## src/tqb_pkg.sv

```systemverilog
// Package for the timeout queue: payload types, command codes and register indexes.
package tqb_pkg;

	// Payload field widths
	localparam int CMD_W = 2;
	localparam int SLOT_W = 6;
	localparam int NOW_W = 32;
	localparam int TIMEOUT_W = 32;
	localparam int COUNT_W = 16;

	// Configuration port
	localparam int CFG_IDX_W = 2;
	localparam int CFG_DATA_W = 32;
	localparam logic [CFG_IDX_W-1:0] CFG_INITIAL_TIMEOUT = 2'd0;
	localparam logic [CFG_IDX_W-1:0] CFG_BACKOFF_THRESHOLD = 2'd1;

	// Register reset values and saturation limits
	localparam logic [TIMEOUT_W-1:0] INITIAL_TIMEOUT_RST = 32'd1000;
	localparam logic [COUNT_W-1:0] BACKOFF_THRESHOLD_RST = 16'd8;
	localparam logic [COUNT_W-1:0] COUNT_MAX = 16'hFFFF;
	localparam logic [TIMEOUT_W-1:0] TIMEOUT_MAX = 32'hFFFF_FFFF;

	// Command codes
	localparam logic [CMD_W-1:0] CMD_PUSH = 2'd0;
	localparam logic [CMD_W-1:0] CMD_REMOVE = 2'd1;
	localparam logic [CMD_W-1:0] CMD_CHECK = 2'd2;

	typedef struct packed {
		logic [CMD_W-1:0] cmd;
		logic [SLOT_W-1:0] slot;
		logic [NOW_W-1:0] now_time;
	} tqb_in_t;

	typedef struct packed {
		logic expired;
		logic [SLOT_W-1:0] expired_slot;
		logic order_error;
	} tqb_out_t;

endpackage

```

## src/timeout_queue_with_backoff.sv

```systemverilog
// Timeout queue: slot table kept as a timestamp-ordered doubly linked list in memory.
//
// Usage: commands arrive on the in_valid/in_ready channel (push, remove, check);
// each accepted command yields exactly one result transaction on out_valid/out_ready.
// Push links a slot in at the head with now_time (rejected with order_error when
// older than the head), remove unlinks a slot, check reports the tail slot when it
// has been waiting longer than the current timeout, with exponential backoff.
// Registers are written through the cfg_valid/cfg_ready channel (always ready).
// A check, a rejected push, a remove of an unlisted slot or an unused command
// goes from S_EVAL to S_DONE; a remove of a listed slot passes through S_UNLK and
// S_LINK, an accepted push also through S_FIX. The steps are set by the single
// write port of the link memory: an unlink and relink touch up to four entries,
// one write per cycle. One command is in flight at a time; the result sits in an
// output register, and a stalled receiver holds the block in its last step until
// that register frees up. Reset: head and tail go null and the timeout loads its
// reset value, then a clearing pass over all SLOTS entries marks every slot invalid;
// in_ready stays low until it ends. Configuration writes are taken throughout.
module timeout_queue_with_backoff #(
	parameter int SLOTS = 64,
	parameter int TIME_BITS = 32
) (
	input logic clk,
	input logic arst_n,
	input logic in_valid,
	output logic in_ready,
	input tqb_pkg::tqb_in_t in_data,
	output logic out_valid,
	input logic out_ready,
	output tqb_pkg::tqb_out_t out_data,
	input logic cfg_valid,
	output logic cfg_ready,
	input logic [tqb_pkg::CFG_IDX_W-1:0] cfg_index,
	input logic [tqb_pkg::CFG_DATA_W-1:0] cfg_data
);

	localparam int IW = $clog2(SLOTS);
	localparam int LW = IW + 1;
	localparam int TW = TIME_BITS;
	localparam int SW = tqb_pkg::SLOT_W;
	localparam int OW = tqb_pkg::TIMEOUT_W;
	localparam logic [LW-1:0] NIL = LW'(SLOTS);
	localparam logic [IW-1:0] LAST_IDX = IW'(SLOTS - 1);

	typedef logic [LW-1:0] link_t;

	typedef struct packed {
		logic valid;
		link_t prev;
		link_t next;
	} entry_t;

	typedef struct packed {
		logic valid;
		logic prev;
		logic next;
	} entry_mask_t;

	typedef enum logic [6:0] {
		S_CLEAR = 7'b0000001,
		S_IDLE  = 7'b0000010,
		S_EVAL  = 7'b0000100,
		S_UNLK  = 7'b0001000,
		S_LINK  = 7'b0010000,
		S_FIX   = 7'b0100000,
		S_DONE  = 7'b1000000
	} state_t;

	// Memories
	entry_t link_mem [SLOTS];
	logic [TW-1:0] time_mem [SLOTS];

	state_t state_q;
	logic [IW-1:0] clr_q;
	logic [tqb_pkg::CMD_W-1:0] cmd_q;
	logic [SW-1:0] slot_q;
	logic [TW-1:0] t_q;
	link_t head_q, tail_q, hn_q, p_q, n_q;
	logic unl_q, push_q;
	entry_t link_rd_q;
	logic [TW-1:0] time_rd_q;
	logic [OW-1:0] cur_timeout_q;
	logic [tqb_pkg::COUNT_W-1:0] threshold_q, count_q;
	tqb_pkg::tqb_out_t res_q, out_q;
	logic out_valid_q;

	logic accept, out_free;
	logic [IW+SW-1:0] in_slot_ext, slot_ext;
	logic [IW-1:0] link_raddr, time_raddr, slot_idx;
	logic [TW+31:0] now_ext;
	link_t s_lk, hn, tn;
	logic slot_ok, sv, order_err, do_push, do_rem, do_check, exp_hit, bump;
	logic [TW-1:0] elapsed;
	logic [LW+SW-1:0] tail_ext;
	logic [tqb_pkg::COUNT_W-1:0] cnt1;
	logic [OW-1:0] doubled;

	logic lw_en;
	logic [IW-1:0] lw_addr;
	entry_mask_t lw_mask;
	entry_t lw_data;

	assign in_ready = (state_q == S_IDLE);
	assign accept = in_valid && in_ready;
	assign cfg_ready = 1'b1;
	assign out_valid = out_valid_q;
	assign out_data = out_q;
	assign out_free = !out_valid_q || out_ready;

	// Read addresses, taken from the incoming transaction
	assign in_slot_ext = {{IW{1'b0}}, in_data.slot};
	assign link_raddr = in_slot_ext[IW-1:0];
	assign time_raddr = (in_data.cmd == tqb_pkg::CMD_CHECK) ? tail_q[IW-1:0] : head_q[IW-1:0];
	assign now_ext = {{TW{1'b0}}, in_data.now_time};

	// Registered reads
	always_ff @(posedge clk) begin
		link_rd_q <= link_mem[link_raddr];
		time_rd_q <= time_mem[time_raddr];
	end

	// Decode of the command against the entries read
	assign slot_ext = {{IW{1'b0}}, slot_q};
	assign slot_idx = slot_ext[IW-1:0];
	assign s_lk = {1'b0, slot_idx};
	assign slot_ok = ({{LW{1'b0}}, slot_q} < {{SW{1'b0}}, NIL});
	assign sv = slot_ok && link_rd_q.valid;
	assign order_err = (cmd_q == tqb_pkg::CMD_PUSH) && slot_ok && (head_q != NIL)
		&& (t_q < time_rd_q);
	assign do_push = (cmd_q == tqb_pkg::CMD_PUSH) && slot_ok && !order_err;
	assign do_rem = (cmd_q == tqb_pkg::CMD_REMOVE) && sv;
	assign hn = (sv && head_q == s_lk) ? link_rd_q.next : head_q;
	assign tn = (sv && tail_q == s_lk) ? link_rd_q.prev : tail_q;

	// Timeout check on the tail entry
	assign do_check = (cmd_q == tqb_pkg::CMD_CHECK) && (tail_q != NIL);
	assign elapsed = (t_q >= time_rd_q) ? (t_q - time_rd_q) : '0;
	assign exp_hit = do_check && ({32'b0, elapsed} > {{TW{1'b0}}, cur_timeout_q});
	assign cnt1 = (count_q != tqb_pkg::COUNT_MAX) ? count_q + 1'b1 : count_q;
	assign bump = cnt1 > threshold_q;
	assign doubled = cur_timeout_q[OW-1] ? tqb_pkg::TIMEOUT_MAX : {cur_timeout_q[OW-2:0], 1'b0};
	assign tail_ext = {{SW{1'b0}}, tail_q};

	// Link memory write port, one entry per cycle with per-field enables
	always_comb begin
		lw_en = 1'b0;
		lw_addr = slot_idx;
		lw_mask = '0;
		lw_data = '{valid: 1'b0, prev: NIL, next: NIL};
		unique case (state_q)
			S_CLEAR: begin
				lw_en = 1'b1;
				lw_addr = clr_q;
				lw_mask = '1;
			end
			S_EVAL: begin
				lw_en = (do_push || do_rem) && sv && (link_rd_q.prev != NIL);
				lw_addr = link_rd_q.prev[IW-1:0];
				lw_mask.next = 1'b1;
				lw_data.next = link_rd_q.next;
			end
			S_UNLK: begin
				lw_en = unl_q && (n_q != NIL);
				lw_addr = n_q[IW-1:0];
				lw_mask.prev = 1'b1;
				lw_data.prev = p_q;
			end
			S_LINK: begin
				lw_en = 1'b1;
				lw_mask = '1;
				lw_data.valid = push_q;
				lw_data.next = push_q ? hn_q : NIL;
			end
			S_FIX: begin
				lw_en = (hn_q != NIL);
				lw_addr = hn_q[IW-1:0];
				lw_mask.prev = 1'b1;
				lw_data.prev = s_lk;
			end
			S_IDLE, S_DONE: begin
				lw_en = 1'b0;
			end
			default: begin
				lw_en = 1'b0;
			end
		endcase
	end

	always_ff @(posedge clk) begin
		if (lw_en) begin
			if (lw_mask.valid) link_mem[lw_addr].valid <= lw_data.valid;
			if (lw_mask.prev) link_mem[lw_addr].prev <= lw_data.prev;
			if (lw_mask.next) link_mem[lw_addr].next <= lw_data.next;
		end
	end

	// Timestamp memory, written when a push links its slot
	always_ff @(posedge clk) begin
		if (state_q == S_LINK && push_q) begin
			time_mem[slot_idx] <= t_q;
		end
	end

	// Sequencer
	always_ff @(posedge clk or negedge arst_n) begin
		if (!arst_n) begin
			state_q <= S_CLEAR;
			clr_q <= '0;
		end else begin
			unique case (state_q)
				S_CLEAR: begin
					clr_q <= clr_q + 1'b1;
					if (clr_q == LAST_IDX) state_q <= S_IDLE;
				end
				S_IDLE: begin
					if (accept) state_q <= S_EVAL;
				end
				S_EVAL: begin
					state_q <= (do_push || do_rem) ? S_UNLK : S_DONE;
				end
				S_UNLK: begin
					state_q <= S_LINK;
				end
				S_LINK: begin
					state_q <= push_q ? S_FIX : S_DONE;
				end
				S_FIX: begin
					state_q <= S_DONE;
				end
				S_DONE: begin
					if (out_free) state_q <= S_IDLE;
				end
				default: begin
					state_q <= S_IDLE;
				end
			endcase
		end
	end

	// Transaction capture and per-item working registers
	always_ff @(posedge clk) begin
		if (accept) begin
			cmd_q <= in_data.cmd;
			slot_q <= in_data.slot;
			t_q <= now_ext[TW-1:0];
		end
		if (state_q == S_EVAL) begin
			unl_q <= sv && (do_push || do_rem);
			push_q <= do_push;
			p_q <= link_rd_q.prev;
			n_q <= link_rd_q.next;
			hn_q <= hn;
			res_q.expired <= exp_hit;
			res_q.expired_slot <= exp_hit ? tail_ext[SW-1:0] : '0;
			res_q.order_error <= order_err;
		end
	end

	// Head and tail pointers
	always_ff @(posedge clk or negedge arst_n) begin
		if (!arst_n) begin
			head_q <= NIL;
			tail_q <= NIL;
		end else if (state_q == S_EVAL && (do_push || do_rem)) begin
			head_q <= do_push ? s_lk : hn;
			tail_q <= (do_push && tn == NIL) ? s_lk : tn;
		end
	end

	// Timeout, backoff count and configuration registers
	always_ff @(posedge clk or negedge arst_n) begin
		if (!arst_n) begin
			cur_timeout_q <= tqb_pkg::INITIAL_TIMEOUT_RST;
			threshold_q <= tqb_pkg::BACKOFF_THRESHOLD_RST;
			count_q <= '0;
		end else begin
			if (state_q == S_EVAL && exp_hit) begin
				if (bump) begin
					count_q <= '0;
					cur_timeout_q <= doubled;
				end else begin
					count_q <= cnt1;
				end
			end
			if (cfg_valid && cfg_ready) begin
				unique case (cfg_index)
					tqb_pkg::CFG_INITIAL_TIMEOUT: begin
						cur_timeout_q <= cfg_data;
						count_q <= '0;
					end
					tqb_pkg::CFG_BACKOFF_THRESHOLD: begin
						threshold_q <= cfg_data[tqb_pkg::COUNT_W-1:0];
					end
					default: begin
						threshold_q <= threshold_q;
					end
				endcase
			end
		end
	end

	// Output register
	always_ff @(posedge clk or negedge arst_n) begin
		if (!arst_n) begin
			out_valid_q <= 1'b0;
		end else if (state_q == S_DONE && out_free) begin
			out_valid_q <= 1'b1;
		end else if (out_ready) begin
			out_valid_q <= 1'b0;
		end
	end

	always_ff @(posedge clk) begin
		if (state_q == S_DONE && out_free) out_q <= res_q;
	end

	// Assertions
	a_head_tail_null: assert property (@(posedge clk) disable iff (!arst_n)
		(head_q == NIL) == (tail_q == NIL))
		else $error("head and tail disagree on an empty list");

	a_one_in_flight: assert property (@(posedge clk) disable iff (!arst_n)
		accept |=> !in_ready)
		else $error("second command accepted while one is in flight");

	a_result_exclusive: assert property (@(posedge clk) disable iff (!arst_n)
		out_valid_q |-> !(out_q.expired && out_q.order_error))
		else $error("result reports both expiry and order error");

	a_expire_slot_zero: assert property (@(posedge clk) disable iff (!arst_n)
		(out_valid_q && !out_q.expired) |-> (out_q.expired_slot == '0))
		else $error("expired_slot set without expiry");

	assert property (@(posedge clk) disable iff (!arst_n)
		(state_q == S_DONE && out_free) |=> (out_valid_q && out_q == $past(res_q)))
		else $error("result not loaded into output register");

endmodule

```

## config.mk

```make
export PLATFORM = sky130hd
export DESIGN_NAME = timeout_queue_with_backoff
export DESIGN_NICKNAME = d
export VERILOG_FILES = /design/src/tqb_pkg.sv /design/src/timeout_queue_with_backoff.sv
export SDC_FILE = /design/constraint.sdc
export NUM_CORES = 2
export LEC_CHECK = 0
export BUFFER_PORTS_ARGS = -buffer_cell sky130_fd_sc_hd__buf_2
export CELL_PAD_IN_SITES_DETAIL_PLACEMENT = 1
export CELL_PAD_IN_SITES_GLOBAL_PLACEMENT = 2
export CORE_MARGIN = 1.5
export CORE_UTILIZATION = 30
export CTS_CLUSTER_SIZE = 28
export DETAILED_ROUTE_END_ITERATION = 8
export HOLD_SLACK_MARGIN = 0.12
export PLACE_DENSITY_LB_ADDON = 0.1
export SLEW_MARGIN = 5
export SYNTH_ARGS = -nofsm -noshare
export SYNTH_HDL_FRONTEND = slang
export SYNTH_SLANG_ARGS = --single-unit
```

## constraint.sdc

```tcl
create_clock -name clk -period 12.8 [get_ports clk]
set_input_delay 2.56 -clock clk [delete_from_list [all_inputs] [get_ports clk]]
set_output_delay 2.56 -clock clk [all_outputs]
set_load 0.005 [all_outputs]
```

==> flow_summary.json <==
{
  "outcome": "completed",
  "ios": 90,
  "power.density_nw_per_um2": 198,
  "place.gp.congestion": 0.746,
  "initialDrtViolationCount": 5276,
  "endpoint_kind": "register",
  "grt_pass1_vias": 72600,
  "routed_wl_microns": 438000,
  "clock_sinks": 3226,
  "yosys.area.top_type_share": 0.721,
  "setup_viol": 0,
  "grt_pass1_wl_microns": 607000,
  "async_flop_share": 0.0285,
  "worst_slew_pin_slew_ns": 1.45,
  "yosysWarnings": 0,
  "criticalPathCategory": "register to register",
  "fill_cells": 42200,
  "fp.dieH_microns": 658,
  "seqCellArea_sq_um": 96000,
  "route.met3.wl_microns": 15300,
  "initial_core_util": 0.301,
  "vias": 67700,
  "first_pass_iters": 5,
  "numCtsBuffers": 379,
  "clkTransAtPathRegs_ns": 0.06,
  "mostFrequentLayoutCell": "edfxtp_1",
  "die_area_sq_um": 432000,
  "drive_above_1_share": 0.241,
  "arrival_ns": 7.81,
  "hold_start": "res_q[0]",
  "drcViolationCount": 0,
  "p_switching_uw": 9140,
  "synth_nets": 7099,
  "die_w_microns": 658,
  "cap_violations": 0,
  "multi_input_area_sq_um": 31200,
  "synth_edf_count": 3087,
  "cts_tree": "yes",
  "row_count": 240,
  "finalNonFillerCells": 13300,
  "insertion_delay_ns": 0.96,
  "final_max_slew_viol_count": 0,
  "hold_path.class": "register to register",
  "rsz0062_at_grt": "no",
  "fin_hold_ws_ns": 0.419,
  "ys_ff_latch": 3226,
  "hold_viol_final": 0,
  "nets": 7420,
  "postRouteAntennaNets": 0,
  "antenna_found_initial": 43,
  "via_per_inst": 5.10,
  "cp.required_ns": 13.62,
  "power_frac_seq": 0.418,
  "start_kind": "register",
  "maxUsedRoutingLayer": "met5",
  "post-route-period-util": 0.546,
  "wl_per_cell_microns": 33.0,
  "dp_cells": 12600,
  "clock.fmax_mhz": 143,
  "ys_types": 93,
  "fin_setup_tns_ns": 0,
  "clockPowerShare": 0.368,
  "syn2layout_area_growth_pct": 16.3,
  "ctsHtreeMaxLevel": 5,
  "swShare": 0.309,
  "crit_path_max_fanout": 65,
  "synthesis.area_sq_um": 129000,
  "leakage_uw": 0.0472,
  "cts_setup_buffers": 0,
  "comb_power_share": 0.214,
  "yosysSeqAreaShare": 0.747,
  "timing.slew.headroom": 0.0282,
  "grt_usage": 0.200,
  "grt_overflow": 0,
  "wl_met1_microns": 192000,
  "critical_path.startpoint": "t_q[2]",
  "netlist_instances": 6937,
  "core-area_sq_um": 427000,
  "cts_hold_buf": 0,
  "place_hpwl_microns": 260000,
  "finalClockSkew_ns": 0.0697,
  "grt_max_degree": 105,
  "portBuffers": 88,
  "synth_top_cell_by_area": "edfxtp_1",
  "r2r_start": "t_q[2]",
  "final_util": 0.350,
  "p_int_uw": 20400,
  "peakVddDrop_uv": 107,
  "fin_crit_ns": 6.99,
  "synth_flop_cell": "edfxtp_1",
  "ys_top_cells_by_area": "edfxtp_1, mux4_2, nand2_1",
  "final_cell_mix": "edfxtp_1, nand2_1, mux4_2",
  "cts_root_buf": "clkbuf_16",
  "syn_area_per_cell_sq_um": 18.5,
  "clk_path_buf_depth": 4,
  "wl_met2_microns": 220000,
  "cts_resized": 0
}
## stage by stage
| stage | total power (uW) | instance area [sq um] | setup WS [ns] |
|---|---|---|---|
| after floorplan | 16000 | 129000 | 7.15 |
| after global routing | 30600 | 149000 | 5.23 |
| after global placement | 18900 | 137000 | 5.25 |
| after CTS | 30000 | 149000 | 5.74 |
| final | 29600 | 149000 | 5.81 |
| after detailed placement | 19100 | 137000 | 5.21 |
## routing by layer
| metal | up-vias | GRT usage |
|---|---|---|
| met3 | 466 | 0.0206 |
| met1 | 37400 | 0.270 |
| li1 | 28600 | - |
| met4 | 4 | 0.0466 |
| met2 | 1260 | 0.346 |
| met5 | - | 0 |
## final timing paths
check	cells past startpoint	slack, ns	to
max	18	5.81	cur_timeout_q[16]
min	0	0.42	out_data[0]
max reg2reg	18	5.81	cur_timeout_q[16]
min reg2reg	0	0.42	out_data[0]
max in group asynchronous	2	9.89	count_q[15]
min in group asynchronous	1	1.66	cur_timeout_q[26]
## registers in the layout, indices dropped and copies added, names as in the netlist, 2 cells and up
| name | flops |
|---|---|
| head_q | 7 |
| cmd_q | 2 |
| p_q | 7 |
| hn_q | 7 |
| threshold_q | 16 |
| cur_timeout_q | 32 |
| t_q | 32 |
| n_q | 7 |
| count_q | 16 |
| state_q | 7 |
| slot_idx | 6 |
| tail_q | 7 |
| res_q | 8 |
| out_data | 8 |
| clr_q | 6 |
| time_rd_q | 32 |
| link_rd_q | 14 |
| link_mem | 960 |
| time_mem | 2048 |
## power groups by stage
| stage | registers (uW) | logic, uW | clock network, uW |
|---|---|---|---|
| floorplan | 12600 | 3350 | 0 |
| global placement | 12600 | 6340 | 0 |
| detailed placement | 12600 | 6470 | 0 |
| CTS | 12400 | 6490 | 11100 |
| global route | 12400 | 6790 | 11500 |
| finish | 12400 | 6330 | 10900 |
## Yosys cell counts (10+ instances only)
cell type / instances
mux2i_1: 108
o21ai_0: 50
buf_6: 15
and2_1: 18
a32oi_1: 63
clkbuf_1: 209
dfrtp_1: 82
inv_1: 94
edfxtp_1: 3087
nand3_1: 172
a31oi_1: 131
xor2_1: 24
buf_1: 54
nor2_1: 296
dfxtp_1: 47
mux2_2: 57
nor3_2: 32
and3_1: 13
buf_2: 93
xnor2_1: 24
ha_1: 82
a211oi_1: 16
dfstp_2: 10
nand2_1: 840
a221o_1: 35
mux4_2: 703
nor2b_1: 18
nand2b_1: 18
nand3b_1: 11
a21o_1: 13
or4_1: 34
a22o_1: 12
a21oi_1: 203
o211ai_1: 10
buf_4: 15
nand4_1: 40
nor3_1: 50
nand3_2: 16
## layout make-up
class	instances	area share
inverter	96	0.00241
clock inverter	220	0.0150
multi-input combinational	3227	0.209
timing repair buffer	328	0.0162
tap	5687	0.0476
antenna	23	0.000385
clock buffer	478	0.0679
sequential	3226	0.642
## critical path, cell delays in order, from the launching register on
cell	delay, ns
edfxtp_1	0.32
buf_4	0.54
ha_1	0.44
a211oi_1	0.38
o211ai_1	0.14
or3b_1	0.29
nand2_1	0.12
o21ba_2	0.31
nor2_2	0.87
nor3_1	0.28
ha_1	0.37
and4_1	0.23
nand4_1	0.20
or4_1	0.25
nand4b_1	0.40
a2111oi_4	0.48
buf_4	0.54
mux2i_1	0.16
mux2_2	0.29
## logic make-up (layout without fill, tap and decap cells)
group	Yosys count	in the layout	share of synthesized area
flip-flops	3226	3226	0.747
AND/OR/NAND/NOR	1604	1604	0.0563
multiplexers	869	869	0.137
AO/OA/AOI/OAI	622	622	0.0325
buffers and inverters	484	1122	0.0164
adder cells (fa/ha/maj)	83	83	0.00814
XOR/XNOR	48	48	0.00327
other	1	24	0.0000292
(Power assumes the default switching activity.)
